**src/rtl/tse_pkg.sv**
```systemverilog
// shared types and constants of the two-way timestamp sync engine
`default_nettype none

package tse_pkg;

  // event codes on the input channel
  typedef enum logic [2:0] {
    KIND_INIT        = 3'd0,
    KIND_TIME_QUERY  = 3'd1,
    KIND_TS_REQUEST  = 3'd2,
    KIND_TS_REPLY    = 3'd3,
    KIND_ADV_TICK    = 3'd4,
    KIND_SYNC_TMO    = 3'd5,
    KIND_ADVERT      = 3'd6,
    KIND_LEVEL_REPLY = 3'd7
  } kind_e;

  // result codes on the output channel
  typedef enum logic [3:0] {
    OK_TIME_ANSWER     = 4'd0,
    OK_ADVERT_BCAST    = 4'd1,
    OK_LEVEL_REPLY     = 4'd2,
    OK_SYNC_REQUEST    = 4'd3,
    OK_TS_REPLY        = 4'd4,
    OK_ADV_TIMER_START = 4'd5,
    OK_ADV_TIMER_STOP  = 4'd6,
    OK_SYNC_TIMER_START = 4'd7,
    OK_SYNC_TIMER_STOP = 4'd8
  } okind_e;

  // sync mode of the node
  typedef enum logic [1:0] {
    MODE_INIT         = 2'd0,
    MODE_SYNCED       = 2'd1,
    MODE_SYNCING      = 2'd2,
    MODE_INIT_SYNCING = 2'd3
  } mode_e;

  // configuration register indexes
  typedef enum logic [2:0] {
    REG_RESYNC_AFTER      = 3'd0,
    REG_LOCAL_WRAP_ADD    = 3'd1,
    REG_EXCHANGE_WRAP_ADD = 3'd2,
    REG_NOT_SYNCED_CODE   = 3'd3,
    REG_SYNC_TIMEOUT      = 3'd4,
    REG_ADV_PERIOD        = 3'd5,
    REG_SPARE6            = 3'd6,
    REG_SPARE7            = 3'd7
  } reg_e;

  localparam logic [15:0] BCAST_ADDR = 16'hFFFF;

  localparam logic [31:0] RST_RESYNC_AFTER      = 32'd30720;
  localparam logic [31:0] RST_LOCAL_WRAP_ADD    = 32'h7F00_0000;
  localparam logic [31:0] RST_EXCHANGE_WRAP_ADD = 32'h7FFF_FFFF;
  localparam logic [31:0] RST_NOT_SYNCED_CODE   = 32'hFFFF_FFFF;
  localparam logic [15:0] RST_SYNC_TIMEOUT      = 16'd50;
  localparam logic [15:0] RST_ADV_PERIOD        = 16'd5120;

  localparam int MAX_RES = 3;

  // one input beat
  typedef struct packed {
    kind_e              kind;
    logic [31:0]        now;
    logic [31:0]        local_time;
    logic [15:0]        src_addr;
    logic [7:0]         seq_no;
    logic [31:0]        t1;
    logic [31:0]        t2;
    logic [31:0]        t3;
    logic [31:0]        t4;
    logic signed [7:0]  level_in;
  } in_item_t;

  // one output beat
  typedef struct packed {
    okind_e             out_kind;
    logic [15:0]        dest_addr;
    logic signed [7:0]  level_out;
    logic [7:0]         seq_out;
    logic [31:0]        global_time;
    logic [31:0]        refreshed;
    logic [31:0]        echo_first;
    logic [31:0]        echo_second;
    logic [15:0]        timer_period;
    logic               synced;
    logic               last;
  } out_item_t;

  // configuration registers
  typedef struct packed {
    logic [31:0] resync_after;
    logic [31:0] local_wrap_add;
    logic [31:0] exchange_wrap_add;
    logic [31:0] not_synced_code;
    logic [15:0] sync_timeout;
    logic [15:0] adv_period;
  } cfg_t;

  // protocol state
  typedef struct packed {
    mode_e              sync_mode;
    logic signed [7:0]  tree_level;
    logic [15:0]        parent_addr;
    logic [31:0]        clock_offset;
    logic [31:0]        last_sync_time;
    logic [7:0]         expected_seq;
  } node_state_t;

endpackage

`default_nettype wire

```
**src/rtl/tse_step.sv**
```systemverilog
// event handler: next protocol state and up to three result beats for one event
`default_nettype none

module tse_step (
  input  tse_pkg::in_item_t          item_i,
  input  tse_pkg::node_state_t       state_i,
  input  tse_pkg::cfg_t              cfg_i,
  output tse_pkg::node_state_t       state_o,
  output logic [1:0]                 n_res_o,
  output tse_pkg::out_item_t [2:0]   res_o
);
  import tse_pkg::*;

  localparam out_item_t BLANK = '0;

  logic [31:0]        now_adj;
  logic [31:0]        age;
  logic [31:0]        t3_adj;
  logic [31:0]        t4_adj;
  logic signed [33:0] diff;
  logic signed [33:0] half;
  logic signed [7:0]  new_level;
  logic               sync_active;
  out_item_t [2:0]    res;
  logic [1:0]         n_res;

  // age since last sync with wrap correction
  always_comb begin
    now_adj = item_i.now;
    if (item_i.now < state_i.last_sync_time) begin
      now_adj = item_i.now + cfg_i.local_wrap_add;
    end
    age = now_adj - state_i.last_sync_time;
  end

  // offset from the four timestamps, halved toward zero
  always_comb begin
    t4_adj = (item_i.t1 > item_i.t4) ? item_i.t4 + cfg_i.exchange_wrap_add : item_i.t4;
    t3_adj = (item_i.t2 > item_i.t3) ? item_i.t3 + cfg_i.exchange_wrap_add : item_i.t3;
    diff   = ({{2{item_i.t2[31]}}, item_i.t2} - {{2{item_i.t1[31]}}, item_i.t1})
           - ({{2{t4_adj[31]}}, t4_adj} - {{2{t3_adj[31]}}, t3_adj});
    half   = (diff + {33'd0, diff[33]}) >>> 1;
  end

  assign new_level   = item_i.level_in + 8'sd1;
  assign sync_active = (state_i.sync_mode == MODE_SYNCING) ||
                       (state_i.sync_mode == MODE_INIT_SYNCING);

  // event decode
  always_comb begin
    state_o = state_i;
    res     = {BLANK, BLANK, BLANK};
    n_res   = 2'd0;
    case (item_i.kind)
      KIND_INIT: begin
        state_o.sync_mode      = MODE_INIT;
        state_o.tree_level     = -8'sd1;
        state_o.parent_addr    = '0;
        state_o.last_sync_time = '0;
        state_o.expected_seq   = '0;
        res[0].out_kind     = OK_ADVERT_BCAST;
        res[0].dest_addr    = BCAST_ADDR;
        res[0].level_out    = -8'sd1;
        res[1].out_kind     = OK_ADV_TIMER_START;
        res[1].timer_period = cfg_i.adv_period;
        n_res = 2'd2;
      end
      KIND_TIME_QUERY: begin
        if ((state_i.sync_mode == MODE_SYNCED) || (state_i.sync_mode == MODE_SYNCING)) begin
          if (state_i.tree_level == 8'sd1) begin
            res[0].out_kind    = OK_TIME_ANSWER;
            res[0].global_time = item_i.local_time;
            res[0].synced      = 1'b1;
            n_res = 2'd1;
          end else if ((state_i.sync_mode == MODE_SYNCED) && (age > cfg_i.resync_after)) begin
            state_o.sync_mode   = MODE_SYNCING;
            res[0].out_kind     = OK_SYNC_REQUEST;
            res[0].dest_addr    = state_i.parent_addr;
            res[0].seq_out      = state_i.expected_seq;
            res[1].out_kind     = OK_SYNC_TIMER_START;
            res[1].timer_period = cfg_i.sync_timeout;
            res[2].out_kind     = OK_TIME_ANSWER;
            res[2].global_time  = item_i.local_time + state_i.clock_offset;
            res[2].refreshed    = age;
            res[2].synced       = 1'b1;
            n_res = 2'd3;
          end else begin
            res[0].out_kind    = OK_TIME_ANSWER;
            res[0].global_time = item_i.local_time + state_i.clock_offset;
            res[0].refreshed   = age;
            res[0].synced      = 1'b1;
            n_res = 2'd1;
          end
        end else begin
          res[0].out_kind    = OK_TIME_ANSWER;
          res[0].global_time = cfg_i.not_synced_code;
          res[0].refreshed   = cfg_i.not_synced_code;
          n_res = 2'd1;
        end
      end
      KIND_TS_REQUEST: begin
        res[0].out_kind    = OK_TS_REPLY;
        res[0].dest_addr   = item_i.src_addr;
        res[0].seq_out     = item_i.seq_no;
        res[0].echo_first  = item_i.t1;
        res[0].echo_second = item_i.t2;
        n_res = 2'd1;
      end
      KIND_TS_REPLY: begin
        if (sync_active && (item_i.seq_no == state_i.expected_seq)) begin
          res[0].out_kind        = OK_SYNC_TIMER_STOP;
          state_o.expected_seq   = state_i.expected_seq + 8'd1;
          state_o.clock_offset   = half[31:0];
          state_o.last_sync_time = item_i.now;
          state_o.sync_mode      = MODE_SYNCED;
          n_res = 2'd1;
        end
      end
      KIND_ADV_TICK: begin
        if (state_i.sync_mode == MODE_INIT) begin
          res[0].out_kind  = OK_ADVERT_BCAST;
          res[0].dest_addr = BCAST_ADDR;
          res[0].level_out = state_i.tree_level;
          n_res = 2'd1;
        end
      end
      KIND_SYNC_TMO: begin
        if (sync_active) begin
          res[0].out_kind     = OK_SYNC_REQUEST;
          res[0].dest_addr    = state_i.parent_addr;
          res[0].seq_out      = state_i.expected_seq;
          res[1].out_kind     = OK_SYNC_TIMER_START;
          res[1].timer_period = cfg_i.sync_timeout;
          n_res = 2'd2;
        end
      end
      KIND_ADVERT: begin
        if ((state_i.sync_mode == MODE_SYNCED) && (state_i.tree_level < 8'sd2)) begin
          res[0].out_kind  = OK_LEVEL_REPLY;
          res[0].dest_addr = item_i.src_addr;
          res[0].level_out = state_i.tree_level;
          n_res = 2'd1;
        end
      end
      KIND_LEVEL_REPLY: begin
        if ((state_i.sync_mode == MODE_INIT) || (item_i.level_in < state_i.tree_level)) begin
          res[0].out_kind     = OK_ADV_TIMER_STOP;
          state_o.tree_level  = new_level;
          state_o.parent_addr = item_i.src_addr;
          if (new_level == 8'sd1) begin
            res[1].out_kind   = OK_LEVEL_REPLY;
            res[1].dest_addr  = item_i.src_addr;
            res[1].level_out  = new_level;
            state_o.sync_mode = MODE_SYNCED;
            n_res = 2'd2;
          end else begin
            state_o.sync_mode   = MODE_INIT_SYNCING;
            res[1].out_kind     = OK_SYNC_REQUEST;
            res[1].dest_addr    = item_i.src_addr;
            res[1].seq_out      = state_i.expected_seq;
            res[2].out_kind     = OK_SYNC_TIMER_START;
            res[2].timer_period = cfg_i.sync_timeout;
            n_res = 2'd3;
          end
        end
      end
      default: begin
      end
    endcase
    // flag the final beat of the event
    case (n_res)
      2'd1:    res[0].last = 1'b1;
      2'd2:    res[1].last = 1'b1;
      2'd3:    res[2].last = 1'b1;
      default: begin
      end
    endcase
  end

  assign res_o   = res;
  assign n_res_o = n_res;

endmodule

`default_nettype wire

```
**src/rtl/tpsn_time_sync_engine_core.sv**
```systemverilog
// top level of the two-way timestamp sync engine: input register, event logic, result queue
`default_nettype none

// Two-way timestamp time-sync engine. Each input beat is one protocol event
// (init, time query, timestamp request/reply, timer expiry, advert, level
// reply); it is captured in an input register, decoded combinationally against
// the protocol state, and its zero to three result beats are written into an
// eight-entry result queue. An event is accepted every cycle as long as the
// queue has at least three free entries; otherwise it waits in the input
// register. The output drains one beat per cycle while out_ready_i is high, so
// an event that produces k results occupies the output for k beats and the
// sustained rate is set by the total number of results. The last beat of each
// event has last set. Configuration registers are written through cfg_we_i /
// cfg_addr_i / cfg_wdata_i only while the engine is idle; the user must keep
// to this, as the block itself does not enforce it.
module tpsn_time_sync_engine_core (
  input  logic                clk_i,
  input  logic                rst_ni,
  input  logic                cfg_we_i,
  input  logic [2:0]          cfg_addr_i,
  input  logic [31:0]         cfg_wdata_i,
  input  logic                in_valid_i,
  output logic                in_ready_o,
  input  tse_pkg::in_item_t   in_item_i,
  output logic                out_valid_o,
  input  logic                out_ready_i,
  output tse_pkg::out_item_t  out_item_o
);
  import tse_pkg::*;

  localparam int QDEPTH = 8;
  localparam int QAW    = $clog2(QDEPTH);

  cfg_t            cfg_q;
  node_state_t     state_q, state_d;
  logic            in_vld_q;
  in_item_t        in_item_q;
  logic [1:0]      n_res;
  out_item_t [2:0] res;
  out_item_t       queue_q [QDEPTH];
  logic [QAW-1:0]  wr_ptr_q, rd_ptr_q;
  logic [QAW:0]    cnt_q;
  logic            room;
  logic            fire;
  logic            pop;

  // configuration registers
  always_ff @(posedge clk_i or negedge rst_ni) begin
    if (!rst_ni) begin
      cfg_q.resync_after      <= RST_RESYNC_AFTER;
      cfg_q.local_wrap_add    <= RST_LOCAL_WRAP_ADD;
      cfg_q.exchange_wrap_add <= RST_EXCHANGE_WRAP_ADD;
      cfg_q.not_synced_code   <= RST_NOT_SYNCED_CODE;
      cfg_q.sync_timeout      <= RST_SYNC_TIMEOUT;
      cfg_q.adv_period        <= RST_ADV_PERIOD;
    end else if (cfg_we_i) begin
      case (reg_e'(cfg_addr_i))
        REG_RESYNC_AFTER:      cfg_q.resync_after      <= cfg_wdata_i;
        REG_LOCAL_WRAP_ADD:    cfg_q.local_wrap_add    <= cfg_wdata_i;
        REG_EXCHANGE_WRAP_ADD: cfg_q.exchange_wrap_add <= cfg_wdata_i;
        REG_NOT_SYNCED_CODE:   cfg_q.not_synced_code   <= cfg_wdata_i;
        REG_SYNC_TIMEOUT:      cfg_q.sync_timeout      <= cfg_wdata_i[15:0];
        REG_ADV_PERIOD:        cfg_q.adv_period        <= cfg_wdata_i[15:0];
        default: begin
        end
      endcase
    end
  end

  // handshake control
  assign room        = (cnt_q <= (QAW+1)'(QDEPTH - MAX_RES));
  assign fire        = in_vld_q && room;
  assign in_ready_o  = !in_vld_q || room;
  assign pop         = out_valid_o && out_ready_i;
  assign out_valid_o = (cnt_q != '0);

  // input register
  always_ff @(posedge clk_i or negedge rst_ni) begin
    if (!rst_ni) begin
      in_vld_q <= 1'b0;
    end else if (in_ready_o) begin
      in_vld_q <= in_valid_i;
    end
  end

  always_ff @(posedge clk_i) begin
    if (in_valid_i && in_ready_o) begin
      in_item_q <= in_item_i;
    end
  end

  // event logic
  tse_step u_step (
    .item_i  (in_item_q),
    .state_i (state_q),
    .cfg_i   (cfg_q),
    .state_o (state_d),
    .n_res_o (n_res),
    .res_o   (res)
  );

  // protocol state
  always_ff @(posedge clk_i or negedge rst_ni) begin
    if (!rst_ni) begin
      state_q.sync_mode      <= MODE_INIT;
      state_q.tree_level     <= -8'sd1;
      state_q.parent_addr    <= '0;
      state_q.clock_offset   <= '0;
      state_q.last_sync_time <= '0;
      state_q.expected_seq   <= '0;
    end else if (fire) begin
      state_q <= state_d;
    end
  end

  // result queue storage
  always_ff @(posedge clk_i) begin
    if (fire) begin
      for (int i = 0; i < MAX_RES; i++) begin
        if (2'(i) < n_res) begin
          queue_q[wr_ptr_q + QAW'(i)] <= res[i];
        end
      end
    end
  end

  // result queue pointers
  always_ff @(posedge clk_i or negedge rst_ni) begin
    if (!rst_ni) begin
      wr_ptr_q <= '0;
      rd_ptr_q <= '0;
      cnt_q    <= '0;
    end else begin
      if (fire) begin
        wr_ptr_q <= wr_ptr_q + QAW'(n_res);
      end
      if (pop) begin
        rd_ptr_q <= rd_ptr_q + QAW'(1);
      end
      cnt_q <= cnt_q + (fire ? (QAW+1)'(n_res) : '0) - (QAW+1)'(pop);
    end
  end

  assign out_item_o = queue_q[rd_ptr_q];

endmodule

`default_nettype wire

```
**config.mk**
```make
export PLATFORM = sky130hd
export DESIGN_NAME = tpsn_time_sync_engine_core
export DESIGN_NICKNAME = d
export VERILOG_FILES = /design/src/rtl/tse_pkg.sv /design/src/rtl/tse_step.sv /design/src/rtl/tpsn_time_sync_engine_core.sv
export SDC_FILE = /design/constraint.sdc
export NUM_CORES = 2
export LEC_CHECK = 0
export BUFFER_PORTS_ARGS = -buffer_cell sky130_fd_sc_hd__buf_2
export CAP_MARGIN = 25
export CORE_MARGIN = 1.5
export CORE_UTILIZATION = 35
export CTS_BUF_LIST = sky130_fd_sc_hd__clkbuf_4 sky130_fd_sc_hd__clkbuf_8
export DETAILED_ROUTE_END_ITERATION = 16
export SYNTH_ARGS = -nofsm -noshare
export SYNTH_HDL_FRONTEND = slang
export SYNTH_SLANG_ARGS = --single-unit
export TNS_END_PERCENT = 100
```
**constraint.sdc**
```tcl
create_clock -name clk_i -period 13.15 [get_ports clk_i]
set_clock_uncertainty 0.1 [all_clocks]
set_input_delay 1.315 -clock clk_i [delete_from_list [all_inputs] [get_ports clk_i]]
set_output_delay 1.315 -clock clk_i [all_outputs]
set_load 0.01 [all_outputs]
```
==> impl_metrics.csv <==
group,metric,value,unit
run_status,status,"completed",
worst_hold_path,hold_path_class,"in2async",
synth,syn_nets,9014,
synth,syn_inst,8334,
power,switchingPower,13.9,mW
route,viasPerCell,6.13,
setup_path,rr_startpoint,"in_item_q[197]$_DFFE_PP_",
power,intPower,17.7,mW
floorplan,die_w,529,um
setup_path,crit_buf_inv,2,
grt,grt_pass1_wl,530,mm
route,dr.pass1.iters,7,
clocking,clockBufferDepth,4,
placement,dp_cells,12002,
setup_path,crit_fanout,52,
clocking,cts_resized,0,
setup_path,cp_slowest_cell,"buf_4",
setup_path,required,13.95,ns
sta,timing.setup.tns,0,ns
floorplan,coreArea,276000,um^2
setup_path,path_delay_family,"compound AO/OA/AOI/OAI gates",
sta,period_share,89.1,%
floorplan,chipHeight,529,um
grt,grt_max_degree,129,
route,dr.first_iter.drc_count,10008,
synth,synthArstFlopShare,13.8,%
synth,synth_ff_type,"edfxtp_1",
clocking,clk_latency,1.01,ns
clocking,root_buffer,"clkbuf_8",
cells_and_area,syn_to_final_growth,14.2,%
power,pwr-share-clk,18.9,%
placement,io_buffers,450,
setup_path,worstSetupPathType,"reg2reg",
cells_and_area,final_util,40.1,%
route,wirelength,378,mm
grt,global_route.usage.met3,6.47,%
sta,relSlewSlack,3.40,%
synth,yosysTopAreaCellShare,28.1,%
sta,hold_viol_final,0,
synth,yosysMostFrequentCell,"edfxtp_1",
clocking,postCtsSetupBuffers,0,
grt,grt_util_met1,34.2,%
cells_and_area,nNetsFinal,9334,
synth,ys_ff_latch,1952,
grt,grt_pass1_vias,74867,
floorplan,fp-row-count,193,
setup_path,worst_r2r_path_depth,35,
clocking,cts_hold_buf,0,
grt,grt_util_met2,39.4,%
clocking,cts_tree,"built",
synth,yosysUniqueCellTypes,91,
synth,synth_edf_count,907,
route,drc,0,
sta,tightest_slew,1.45,ns
synth,yosys.area.top_type,"edfxtp_1",
floorplan,dieArea,280000,um^2
setup_path,cp-end-kind,"flop",
route,vias,77591,
sta,final-setup-viol-count,0,
synth,yosys-top-cells-count,"907 x edfxtp_1, 776 x dfxtp_1, 772 x o22ai_1",
synth,ys_warn_count,0,
route,drtAntennaViolNets,0,
power,p_per_area,286,nW/um^2
setup_path,arrival,12.51,ns
power,fin_total_pwr,31.6,mW
clocking,htree_levels,5,
flow_run,drv_cap,0,
power,leakagePower,41.3,nW
synth,synth.avg_cell_area,11.6,um^2
power,seqPwrFrac,29.5,%
clocking,clock-sinks,1952,
setup_path,rrSetupSlack,1.44,ns
setup_path,critPathLaunchType,"flop",
grt,antenna_found_initial,63,
grt,track_usage,25.9,%
power,p_comb_share,51.6,%
synth,synth_area_leaders,"edfxtp_1 28%, dfxtp_1 16%, mux4_2 8.5%",
route,wire_per_inst,29.8,um
floorplan,ioPinCount,451,
sta,rsz0062_at_grt,"false",
grt,grt_overflow,0,
placement,gp_routability_congestion,0.942,
power,switching_share,44.1,%
cells_and_area,n_fill_cell,26213,
clocking,numCtsBuffers,342,
floorplan,start_util,35.1,%
clocking,clk_transition_reported_paths,0.06,ns
power,ir_worst_vdd,0.000280,V
synth,syn-cell-area,97000,um^2
cells_and_area,fin_cells,12658,
placement,dpl.hpwl,240,mm
setup_path,r2r_end,"queue_q[7][65]$_SDFFE_PP0N_",
synth,ys_seq_area_share,51.2,%
sta,finalMaxSlewViolations,0,
setup_path,crit_path_max_incr_delay,0.79,ns
sta,period_minus_slack,11.71,ns
cells_and_area,drive_gt1_share,23.4,%
sta,fmax,85.4,MHz
grt,grt.busiest_layer,"met2",
-- area by class of cell --
type	instances	area [um^2]	share of cell area, %
Antenna cell	28	70.1	0.0633
Clock buffer	502	6250	5.64
Clock inverter	113	946	0.854
Inverter	309	1180	1.06
Multi-Input combinational cell	5422	44000	39.8
Sequential cell	1952	49600	44.8
Tap cell	3705	4640	4.19
Timing Repair Buffer	627	4030	3.64
-- placed cells by master (no fill, tap or decap), types with 22 or more instances in the layout --
cell	count
nor2_4	22
o221ai_1	91
nand4_1	46
mux2i_1	32
o21a_1	35
a22o_1	454
nand2_1	704
a22oi_1	57
nor3_1	46
clkinv_2	42
buf_2	451
or3_1	28
a21oi_1	415
xnor2_1	125
xor2_1	103
nand3_1	158
diode_2	28
clkbuf_8	396
dfxtp_1	776
edfxtp_1	907
nor2_1	319
inv_1	300
fa_1	72
clkinv_1	35
and2_1	74
a221oi_1	22
clkbuf_4	107
dfstp_2	87
o21ai_0	304
buf_12	26
o22ai_1	772
mux4_2	364
ha_1	341
a21o_1	119
nand2b_1	39
buf_4	140
dfrtp_1	179
nor2b_1	41
mux2_2	316
-- power by group through the flow --
stage	logic (mW)	clock network [mW]	registers (mW)
floorplan	10.9	0	8.86
global placement	15.9	0	9.31
detailed placement	16.1	0	9.39
CTS	16.2	6.03	9.28
global route	17.5	6.31	9.46
finish	16.3	5.98	9.34
-- worst max-delay path by stage --
stage,slack [ns],start,cells past startpoint,end
final,1.44,in_item_q[197]$_DFFE_PP_,35,queue_q[7][65]$_SDFFE_PP0N_
after global routing,0.83,in_item_q[197]$_DFFE_PP_,35,queue_q[7][21]$_SDFFE_PP0N_
after CTS,1.66,in_item_q[197]$_DFFE_PP_,37,queue_q[7][65]$_SDFFE_PP0N_
after detailed placement,1.69,in_item_q[197]$_DFFE_PP_,37,queue_q[7][65]$_SDFFE_PP0N_
after global placement,1.66,in_item_q[197]$_DFFE_PP_,37,queue_q[7][77]$_SDFFE_PP0N_
after floorplan,2.53,in_item_q[197]$_DFFE_PP_,41,queue_q[7][0]$_DFFE_PP_
-- kinds of logic (layout without fill, tap and decap cells) --
kind of cell               after synthesis  count (layout)  share of synthesized area (%)
other                                    0              28                              0
AOI/OAI and AO/OA                     2477            2477                           17.2
xor gates and xnor gates               229             229                           2.08
muxes                                  712             712                           12.5
DFF                                   1952            1952                           51.2
adders and majority gates              413             413                           5.89
buffers and inverters                  960            1551                           3.87
and+or+nand+nor                       1591            1591                           7.36
-- worst register-to-register path, delay by kind of cell, from the launching register on --
family | cells | cell delay [ns]
AO/OA/AOI/OAI | 23 | 6.18
AND/OR/NAND/NOR | 6 | 2.35
adder cells (fa/ha/maj) | 3 | 1.03
buffers and inverters | 2 | 0.94
XOR/XNOR | 1 | 0.58
flip-flops | 1 | 0.46
-- registers in the layout, summed over array words and instances (netlist names) --
register and flops:
queue_q 1456, state_q 98, in_item_q 227, wr_ptr_q 3
rd_ptr_q 3, cfg_q 160, in_vld_q 1, cnt_q 4
-- per-layer routing --
layer	vias to the layer above	share of wire [%]
met3	973	12
met1	38683	39
met5	-	0.038
met2	5318	44
li1	32593	-
met4	24	5.1
-- stage by stage --
| step | hold WS [ns] | setup slack [ns] | cell area (um^2) |
|---|---|---|---|
| finish | 0.228 | 1.44 | 111000 |
| global placement | 0.329 | 1.66 | 103000 |
| floorplan | 0.320 | 2.53 | 97000 |
| detailed placement | 0.342 | 1.69 | 103000 |
| CTS | 0.220 | 1.66 | 110000 |
| global route | 0.253 | 0.825 | 111000 |
Note: power is estimated with default switching activity, not from simulation.
